### config.mk
export PLATFORM = sky130hd
export DESIGN_NAME = sd64_cell
export DESIGN_NICKNAME = d
export VERILOG_FILES = /design/src/rtl/sd64_pkg.sv /design/src/rtl/sd64_cell.sv
export SDC_FILE = /design/constraint.sdc
export NUM_CORES = 1
export LEC_CHECK = 0
export BUFFER_PORTS_ARGS = -buffer_cell sky130_fd_sc_hd__buf_4
export CORE_AREA = 2 2 153 155
export CTS_CLUSTER_DIAMETER = 100
export CTS_CLUSTER_SIZE = 10
export DETAILED_ROUTE_END_ITERATION = 16
export DIE_AREA = 0 0 155 157
export GPL_TIMING_DRIVEN = 0
export PLACE_DENSITY = 0.77
export SYNTH_ARGS = -nofsm -noshare
export SYNTH_HDL_FRONTEND = slang
export SYNTH_SLANG_ARGS = --single-unit
### constraint.sdc
create_clock -name clk -period 15.5 [get_ports clk]
set_clock_uncertainty 0.1 [all_clocks]
set_input_delay 1.55 -clock clk [delete_from_list [all_inputs] [get_ports clk]]
set_output_delay 1.55 -clock clk [all_outputs]
set_load 0.02 [all_outputs]
### src/rtl/sd64_pkg.sv
// ----------------------------------------------------------------------------
// sd64_pkg
// Shared types and constants for the pipelined signed 64-bit divider.
// ----------------------------------------------------------------------------
package sd64_pkg;

    localparam int FIELD_WIDTH = 64;

    typedef struct packed {
        logic neg;
        logic div_zero;
    } sd64_ctrl_t;

endpackage

### src/rtl/sd64_cell.sv
// ----------------------------------------------------------------------------
// sd64_cell
// One restoring shift-subtract step of the divider array, with its own
// pipeline register and valid/ready handshake toward both neighbors.
// ----------------------------------------------------------------------------
module sd64_cell #(
    parameter int DATA_WIDTH = 64
) (
    input  logic                    clk,
    input  logic                    rst_n,
    input  logic                    in_valid,
    output logic                    in_ready,
    input  logic [DATA_WIDTH-1:0]   in_rem,
    input  logic [DATA_WIDTH-1:0]   in_num,
    input  logic [DATA_WIDTH-1:0]   in_den,
    input  sd64_pkg::sd64_ctrl_t    in_ctrl,
    output logic                    out_valid,
    input  logic                    out_ready,
    output logic [DATA_WIDTH-1:0]   out_rem,
    output logic [DATA_WIDTH-1:0]   out_num,
    output logic [DATA_WIDTH-1:0]   out_den,
    output sd64_pkg::sd64_ctrl_t    out_ctrl
);
    import sd64_pkg::*;

    logic                  valid_reg;
    logic [DATA_WIDTH-1:0] rem_reg;
    logic [DATA_WIDTH-1:0] num_reg;
    logic [DATA_WIDTH-1:0] den_reg;
    sd64_ctrl_t            ctrl_reg;

    logic [DATA_WIDTH-1:0] shifted;
    logic                  q_bit;
    logic [DATA_WIDTH-1:0] rem_next;
    logic [DATA_WIDTH-1:0] num_next;
    logic                  load;

    // The shifted partial remainder stays below twice the divisor magnitude,
    // which is at most 2^(DATA_WIDTH-1), so it fits in DATA_WIDTH bits.
    always_comb
    begin
        shifted  = {in_rem[DATA_WIDTH-2:0], in_num[DATA_WIDTH-1]};
        q_bit    = (shifted >= in_den);
        rem_next = q_bit ? (shifted - in_den) : shifted;
        num_next = {in_num[DATA_WIDTH-2:0], q_bit};
    end

    assign in_ready = !valid_reg || out_ready;
    assign load     = in_valid && in_ready;

    always_ff @(posedge clk or negedge rst_n)
    begin
        if (!rst_n)
        begin
            valid_reg <= 1'b0;
        end
        else if (in_ready)
        begin
            valid_reg <= in_valid;
        end
    end

    always_ff @(posedge clk)
    begin
        if (load)
        begin
            rem_reg  <= rem_next;
            num_reg  <= num_next;
            den_reg  <= in_den;
            ctrl_reg <= in_ctrl;
        end
    end

    assign out_valid = valid_reg;
    assign out_rem   = rem_reg;
    assign out_num   = num_reg;
    assign out_den   = den_reg;
    assign out_ctrl  = ctrl_reg;

endmodule

==> results.cfg, run 1 <==
[clock_network]
post_cts_buffers = 0
ctsRootBufferMaster = clkbuf_16
numClockSinks = 195
cts_tree = done
path_clk_slew_ns = 0.08
cts_made_buffers = 17
postCtsHoldBufs = 0
cts_buffer_depth = 2
cts_resized = 0
htree_levels = 4
clk_latency_ns = 0.43

[timing]
slew_violations = 0
setup_ws_ns = 10.62
finalHoldViolCount = 0
setup_viol = 0
max_freq_ghz = 0.205
worstMarginPinSlew_ns = 0.886
max_slew_margin_pct = 40.9
setup_tns_ns = 0
rsz0062_at_grt = false
min_period_ns = 4.88
fin_crit_sh_pct = 31.5

[worst_setup_path]
max_stage_delay_ns = 0.69
start_kind = primary input
endpoint_kind = flop
crit_arrival_ns = 4.93
cp_data_required_time_ns = 15.55
r2r_setup_slack_ns = 13.20
cp_cell_sequence = buf_4 > inv_1 > ha_1 > fa_1 > nand2b_1 > a21oi_1 > o211ai_1 > nand2_1 > a31oi_1 > a211oi_1 > o2111a_2 > nor2_8 > clkbuf_1 > o21ai_0
crit_fanout = 10
worst_r2r_endpoint = out_den[9]
critPathKind = primary input to flop
r2r_cells = 5
reg2reg_from = out_valid
crit_slowest_cell = clkbuf_1

[global_routing]
grt_max_degree = 71
overflow = 0
grt_pass1_wl_um = 49300
grt_pass1_vias = 9031
antenna_found_initial = 0
track_usage_pct = 26.3
grt_busiest_layer = met2
grt.met1_usage_pct = 32.5
grtUsageMet3_pct = 5.67
gr-usage-met2_pct = 45.2

[place]
place_ws_ns = 10.22
gp_congestion = 0.906
port_buffers = 392
dp_hpwl_um = 25900
dp.cells = 1686

[power_and_ir_drop]
p_leak_nw = 6.50
power.total_w = 0.00147
p_int_w = 0.00101
clock_power_share_pct = 29.9
vdd_ir_drop_max_v = 0.0000684
pwr_density_cell_nw_per_um2 = 99.9
comb_power_share_pct = 26.7
switching_share_pct = 31.5
switchingPower_w = 0.000463
pwr-share-seq_pct = 43.4

[die]
initial_utilization_pct = 47.7
core_area_sq_um = 22500
die_w_um = 155
io_pins = 394
die-area_sq_um = 24300
rows = 55
fp.dieH_um = 157

[routing]
drt-initial-drc-count = 735
viasPerCell = 5.42
wl_per_cell_um = 19.1
drc_errors = 0
wl_um = 32800
num_vias = 9313
postRouteAntennaNets = 0
dr.pass1.iters = 5

[synthesis]
yosysWarnings = 0
synth-main-ff-cell = edfxtp_1
synth_nets = 1269
synthArstFlopShare_pct = 0.513
synth_area_sq_um = 10700
seq_area_frac_synth_pct = 54.5
synth_area_per_cell_sq_um = 10.7
yosys_register_bits = 195
synth_cell_types = 63
synth_edf_count = 194
synthCells = 1006

[job]
drv_cap = 0

[cells_and_area]
area_delta_synth_final_pct = 37.0
drive_gt1_share_pct = 31.9
layout.nets = 1683
n_antenna_cell = 0
instances_no_fill = 1718
seqCellArea_sq_um = 5850
multiInputGateArea_sq_um = 4410
post-route-util_pct = 65.4
fillers = 1830

[worst_hold_path]
worstHoldEndpoint = out_valid
worstHoldStart = out_valid
hold_path_class = flop to flop
whs_path_depth = 2

[outcome]
status = finished, final reports clean
-- state kept, by name, summed over array words and instances (netlist names) --
register,cells
out_den,64
out_num,64
out_rem,64
out_ctrl,2
out_valid,1
-- critical path: cells and delay by family --
family | cells | cell delay [ns]
AOI/OAI and AO/OA | 6 | 1.56
adders and majority gates | 2 | 0.41
buffers and inverters | 3 | 0.85
and+or+nand+nor | 3 | 0.54
-- logic make-up (layout without fill, tap and decap cells) --
group	after synthesis	in the layout	synth area share, %
DFF	195	195	54.5
buffers and inverters	120	547	4.49
adders and majority gates	65	65	7.64
AOI/OAI and AO/OA	292	292	16.7
muxes	3	3	0.373
xor gates and xnor gates	57	57	4.65
and+or+nand+nor	274	274	11.7
-- stage by stage --
stage          cell area (sq um)  hold slack (ns)
3_3_place_gp               14000            0.445
3_5_place_dp               14100            0.486
5_1_grt                    14700            0.518
2_1_floorplan              10700            0.683
6_report                   14700            0.501
4_1_cts                    14700            0.505
-- power groups by stage --
stage                     sequential [W]  combinational [W]  clock (W)
after CTS                       0.000638           0.000391   0.000449
final                           0.000638           0.000393   0.000439
after detailed placement        0.000650           0.000389          0
after floorplan                 0.000702           0.000184          0
after global routing            0.000641           0.000427   0.000465
after global placement          0.000657           0.000379          0
-- how the worst max path moves through the flow --
stage | from | cells past startpoint | endpoint | slack, ns
detailed placement | in_num[63] | 14 | out_rem[16] | 10.22
global route | in_num[63] | 14 | out_rem[4] | 10.44
finish | in_num[63] | 14 | out_rem[16] | 10.62
CTS | in_num[63] | 14 | out_rem[16] | 10.67
floorplan | out_ready | 2 | out_ctrl[0] | 8.55
global placement | out_ready | 3 | out_den[14] | 6.86
-- placed cells by master, fill, tap and decap left out, types with 5 or more instances in the layout --
| master | synthesis | routed |
|---|---|---|
| a31oi_1 | 8 | 8 |
| inv_1 | 81 | 81 |
| nor2_1 | 97 | 97 |
| nor2b_1 | 6 | 6 |
| xor2_1 | 28 | 28 |
| and3_1 | 5 | 5 |
| o21bai_1 | 13 | 13 |
| buf_2 | 13 | 13 |
| ha_1 | 64 | 64 |
| clkbuf_1 | 23 | 24 |
| buf_4 | 0 | 392 |
| nor3_1 | 14 | 14 |
| xnor2_1 | 29 | 29 |
| nand2b_1 | 12 | 12 |
| nand2_1 | 87 | 87 |
| clkbuf_16 | 0 | 17 |
| a211oi_1 | 6 | 6 |
| nand3_1 | 14 | 14 |
| a21o_1 | 34 | 34 |
| a21oi_1 | 132 | 132 |
| edfxtp_1 | 194 | 194 |
| o21ai_0 | 54 | 54 |
| nand4_1 | 20 | 20 |
-- cell type report --
type	instances	share of cell area, %
Sequential cell	195	39.8
Clock inverter	14	1.11
Multi-Input combinational cell	691	30.0
Timing Repair Buffer	395	20.6
Tap cell	285	2.42
Clock buffer	18	2.92
Inverter	82	2.09
Buffer	38	1.18
-- synthesized netlist by cell type (all sizes together), types with 4 or more instances --
library cell | count | area share [%]
nand4 | 20 | 1.2
o21bai | 13 | 0.91
and3 | 5 | 0.29
a211oi | 6 | 0.42
clkbuf | 23 | 0.80
a31oi | 10 | 0.78
nand2b | 12 | 0.70
xor2 | 28 | 2.3
edfxtp | 194 | 54
buf | 15 | 0.82
a21oi | 132 | 6.2
o41ai | 4 | 0.33
a21o | 34 | 2.4
nor3 | 15 | 0.75
o21a | 4 | 0.28
nor2 | 98 | 3.6
nand2 | 87 | 3.0
o211ai | 4 | 0.28
ha | 64 | 7.5
inv | 82 | 2.9
nand3 | 14 | 0.65
xnor2 | 29 | 2.4
nor2b | 6 | 0.35
o21ai | 58 | 2.7
nor4 | 4 | 0.23
-- layer usage --
layer | up-vias | share of wire [%] | wire (um)
met5 | - | 0 | 0
met4 | 0 | 3.2 | 1060
met3 | 58 | 7.8 | 2570
met2 | 416 | 49 | 16100
met1 | 4359 | 40 | 13100
li1 | 4480 | - | -
No activity file was read; power rests on OpenSTA's default activity.
==> inputs of run 2 (changes only) <==
--- a/config.mk
+++ b/config.mk
@@ -6,13 +6,14 @@
 export NUM_CORES = 1
 export LEC_CHECK = 0
 export BUFFER_PORTS_ARGS = -buffer_cell sky130_fd_sc_hd__buf_4
-export CORE_AREA = 2 2 153 155
+export CORE_ASPECT_RATIO = 0.9
+export CORE_MARGIN = 1
+export CORE_UTILIZATION = 46
 export CTS_CLUSTER_DIAMETER = 100
 export CTS_CLUSTER_SIZE = 10
 export DETAILED_ROUTE_END_ITERATION = 16
-export DIE_AREA = 0 0 155 157
 export GPL_TIMING_DRIVEN = 0
-export PLACE_DENSITY = 0.77
+export PLACE_DENSITY = 0.78
 export SYNTH_ARGS = -nofsm -noshare
 export SYNTH_HDL_FRONTEND = slang
 export SYNTH_SLANG_ARGS = --single-unit
==> constraint.sdc (replaced) <==
create_clock -name clk -period 4.1 [get_ports clk]
set_clock_uncertainty 0.1 [all_clocks]
set_input_delay 0.41 -clock clk [delete_from_list [all_inputs] [get_ports clk]]
set_output_delay 0.41 -clock clk [all_outputs]
set_load 0.02 [all_outputs]
==> results.cfg, run 2 (synthesis results as in run 1) <==
[outcome]
status = finished, final reports clean

[die]
io_pins = 394
fp.dieH_um = 147
initial_utilization_pct = 47.3
die-area_sq_um = 24000
rows = 52
die_w_um = 163
core_area_sq_um = 22700

[routing]
num_vias = 9525
wl_um = 33400
wl_per_cell_um = 19.3
postRouteAntennaNets = 0
drc_errors = 0
viasPerCell = 5.50
dr.pass1.iters = 5
drt-initial-drc-count = 855

[timing]
setup_ws_ns = 0.221
worstMarginPinSlew_ns = 0.887
max_freq_ghz = 0.258
slew_violations = 0
setup_viol = 0
rsz0062_at_grt = false
hold_slack_ns = 0.0352
finalHoldViolCount = 0
min_period_ns = 3.88
fin_crit_sh_pct = 94.6
max_slew_margin_pct = 40.8

[job]
drv_cap = 0

[worst_setup_path]
max_stage_delay_ns = 0.51
crit_arrival_ns = 3.96
critPathKind = primary input to flop
crit_slowest_cell = o311ai_2
path_common_cell = a21oi_1
start_kind = primary input
cp_num_cells = 14
cp_data_required_time_ns = 4.18
path_delay_family = compound AO/OA/AOI/OAI gates
r2r_cells = 4
endpoint_kind = flop
cp_cell_sequence = buf_4 > inv_1 > ha_1 > fa_1 > nand2b_1 > a21oi_1 > o211ai_1 > o311ai_2 > o21ai_0 > a211oi_1 > nor3b_1 > a31oi_1 > xnor2_1 > a21oi_1
crit_fanout = 4
cp.buffers_inverters = 2

[global_routing]
antenna_found_initial = 0
grt_max_degree = 67
grt_pass1_wl_um = 50400
grt_pass1_vias = 9231
track_usage_pct = 27.7
overflow = 0

[place]
place_area_sq_um = 14100
dp_hpwl_um = 26100
place_ws_ns = -0.111
gp_congestion = 0.942
port_buffers = 392

[power_and_ir_drop]
vdd_ir_drop_max_v = 0.000254
p_leak_nw = 6.51
pwr_density_cell_nw_per_um2 = 382

[worst_hold_path]
whs_path_depth = 1
hold_path_class = primary input to flop

[clock_network]
postCtsHoldBufs = 1
path_clk_slew_ns = 0.09
htree_levels = 4
clk_latency_ns = 0.44
cts_tree = done
ctsRootBufferMaster = clkbuf_16
cts_buffer_depth = 2
numClockSinks = 195
cts_made_buffers = 17
post_cts_buffers = 0
cts_resized = 0

[cells_and_area]
n_antenna_cell = 0
area_delta_synth_final_pct = 37.4
drive_gt1_share_pct = 31.9
post-route-util_pct = 65.0
mostFrequentLayoutCells = 392 x buf_4, 194 x edfxtp_1, 132 x a21oi_1, 97 x nor2_1, 87 x nand2_1
layout_commonest_cell = buf_4
layout.nets = 1684
final_area_sq_um = 14800
-- run 2: cell types whose count changed in the layout (fill, tap and decap cells not counted), sizes merged --
cell,before,now
dlygate4sd3,0,1
-- run 2: layout make-up --
class	instances	area [sq um]
fillers	1844	7950
flip-flops and latches	195	5850
multi-input cells	691	4410
repair buffers	396	3030
clock buffers	18	429
well taps	297	372
inverters	82	308
clock inverters	14	185
plain buffers	38	174
-- run 2: where the power goes --
part           switching [W]  total, W  internal (W)
combinational       0.000888   0.00150      0.000608
clock               0.000891   0.00173      0.000835
sequential         0.0000375   0.00241       0.00238
-- run 2: layer usage --
layer	vias to the layer above	part of all wire (%)	track usage [%]
li1	4502	-	-
met1	4501	41	35.3
met2	458	48	45.6
met3	64	8.8	6.49
met4	0	3.1	10.8
met5	-	0	0
-- run 2: worst paths after layout --
check	slack, ns	start	to
worst max-delay path	0.22	in_num[63]	out_rem[58]
worst min-delay path	0.04	in_num[55]	out_num[56]
worst max register to register	1.93	out_valid	out_rem[56]
worst min register to register	0.51	out_valid	out_valid
max in group asynchronous	3.66	rst_n	out_valid
min in group asynchronous	0.16	rst_n	out_valid
-- run 2: stage by stage --
step	total power [W]	std cells	setup TNS, ns
CTS	0.00565	1731	0
global route	0.00586	1731	0
floorplan	0.00334	1006	0
finish	0.00564	1731	0
detailed placement	0.00393	1698	-0.515
global placement	0.00391	1695	-90.30
==> inputs of run 3 (changes only) <==
--- a/config.mk
+++ b/config.mk
@@ -12,7 +12,7 @@
 export CTS_CLUSTER_DIAMETER = 100
 export CTS_CLUSTER_SIZE = 10
 export DETAILED_ROUTE_END_ITERATION = 16
-export GPL_TIMING_DRIVEN = 0
+export GPL_TIMING_DRIVEN = 1
 export PLACE_DENSITY = 0.78
 export SYNTH_ARGS = -nofsm -noshare
 export SYNTH_HDL_FRONTEND = slang
==> results.cfg, run 3 (synthesis results as in run 1) <==
[outcome]
status = finished, final reports clean

[global_routing]
antenna_found_initial = 0
overflow = 0
grt_pass1_wl_um = 48200
track_usage_pct = 26.4
grt_pass1_vias = 8872
grt_max_degree = 83

[cells_and_area]
post-route-util_pct = 64.7
drive_gt1_share_pct = 32.5
multiInputGateArea_sq_um = 4410
final_area_sq_um = 14700
area_delta_synth_final_pct = 36.7
fillers = 1845
n_antenna_cell = 0
instances_no_fill = 1711
layout.nets = 1664
seqCellArea_sq_um = 5850
layout_commonest_cell = buf_4
mostFrequentLayoutCells = 411 x buf_4, 194 x edfxtp_1, 132 x a21oi_1, 97 x nor2_1, 87 x nand2_1

[routing]
num_vias = 9255
drt-initial-drc-count = 844
dr.pass1.iters = 5
wl_per_cell_um = 18.8
postRouteAntennaNets = 0
viasPerCell = 5.41
drc_errors = 0
wl_um = 32200

[timing]
max_freq_ghz = 0.286
setup_viol = 0
fin_crit_sh_pct = 85.3
finalHoldViolCount = 0
max_slew_margin_pct = 52.4
hold_slack_ns = 0.0335
rsz0062_at_grt = false
min_period_ns = 3.50
setup_tns_ns = 0
slew_violations = 0
worstMarginPinSlew_ns = 0.714

[clock_network]
post_cts_buffers = 0
cts_tree = done
htree_levels = 4
clk_latency_ns = 0.44
numClockSinks = 195
cts_buffer_depth = 2
cts_resized = 0
ctsRootBufferMaster = clkbuf_16
path_clk_slew_ns = 0.09
cts_made_buffers = 17

[worst_setup_path]
crit_end = out_rem[13]
critPathKind = primary input to flop
worst_r2r_endpoint = out_num[61]
cp_data_required_time_ns = 4.19
reg2reg_from = out_valid
r2r_cells = 3
start_kind = primary input
crit_path_start = in_num[63]
r2r_setup_slack_ns = 2.17
crit_fanout = 20
crit_arrival_ns = 3.59
endpoint_kind = flop

[power_and_ir_drop]
p_leak_nw = 6.49
pwr_density_cell_nw_per_um2 = 382
vdd_ir_drop_max_v = 0.000272

[die]
core_area_sq_um = 22700
io_pins = 394
die-area_sq_um = 24000
rows = 52
fp.dieH_um = 147
initial_utilization_pct = 47.3
die_w_um = 163

[place]
gp_congestion = 0.928
dp.cells = 1678
place_area_sq_um = 14100
dp_hpwl_um = 25300
port_buffers = 392

[worst_hold_path]
hold_path_class = primary input to flop

[job]
drv_cap = 0
-- run 3: worst min-delay path by stage --
stage,start,end,slack [ns],cells after the start
2_1_floorplan,rst_n,out_valid,0.01,0
3_3_place_gp,rst_n,out_valid,0.09,1
3_5_place_dp,rst_n,out_valid,0.09,1
4_1_cts,in_num[15],out_num[16],0.02,1
5_1_grt,in_num[47],out_num[48],0.02,1
6_report,in_num[2],out_num[3],0.03,1
-- run 3: area by class of cell --
class / instances / share of cell area [%]
Clock buffer: 18 / 2.92
Inverter: 82 / 2.10
Timing Repair Buffer: 414 / 21.4
Sequential cell: 195 / 39.8
Clock inverter: 14 / 1.23
Multi-Input combinational cell: 691 / 30.0
Tap cell: 297 / 2.53
-- run 3: worst max-delay path, cell delays in order --
cell,delay [ns]
buf_4,0.08
inv_1,0.03
ha_1,0.21
fa_1,0.39
nand2b_1,0.18
a21oi_1,0.21
o211ai_1,0.22
nand2_1,0.20
a31oi_1,0.17
a211oi_1,0.30
o2111a_2,0.29
nor2_8,0.05
inv_2,0.38
buf_4,0.32
a21oi_1,0.10
-- run 3: power by group --
group          total (W)  internal (W)  switching [W]
logic            0.00148      0.000615       0.000861
clock network    0.00172      0.000837       0.000886
registers        0.00241       0.00238      0.0000377
total            0.00561       0.00383        0.00178
-- run 3: per-stage QoR --
stage | worst slack [ns] | total power [W]
after detailed placement | 0.135 | 0.00392
final | 0.603 | 0.00561
after global placement | 0.198 | 0.00389
after global routing | 0.343 | 0.00583
after CTS | 0.597 | 0.00563
after floorplan | 0.420 | 0.00334
-- run 3: metal layers --
metal	global-route usage, %	share of wire (%)
met5	0	0
met1	34.0	40
met2	44.9	50
met3	4.94	7.9
met4	7.57	1.8
-- run 3: repair_timing --
action / in CTS / in global routing
hold endpoints to repair: 1 / 0
hold buffers: 1 / 0
endpoints found under the setup margin: 0 / 0
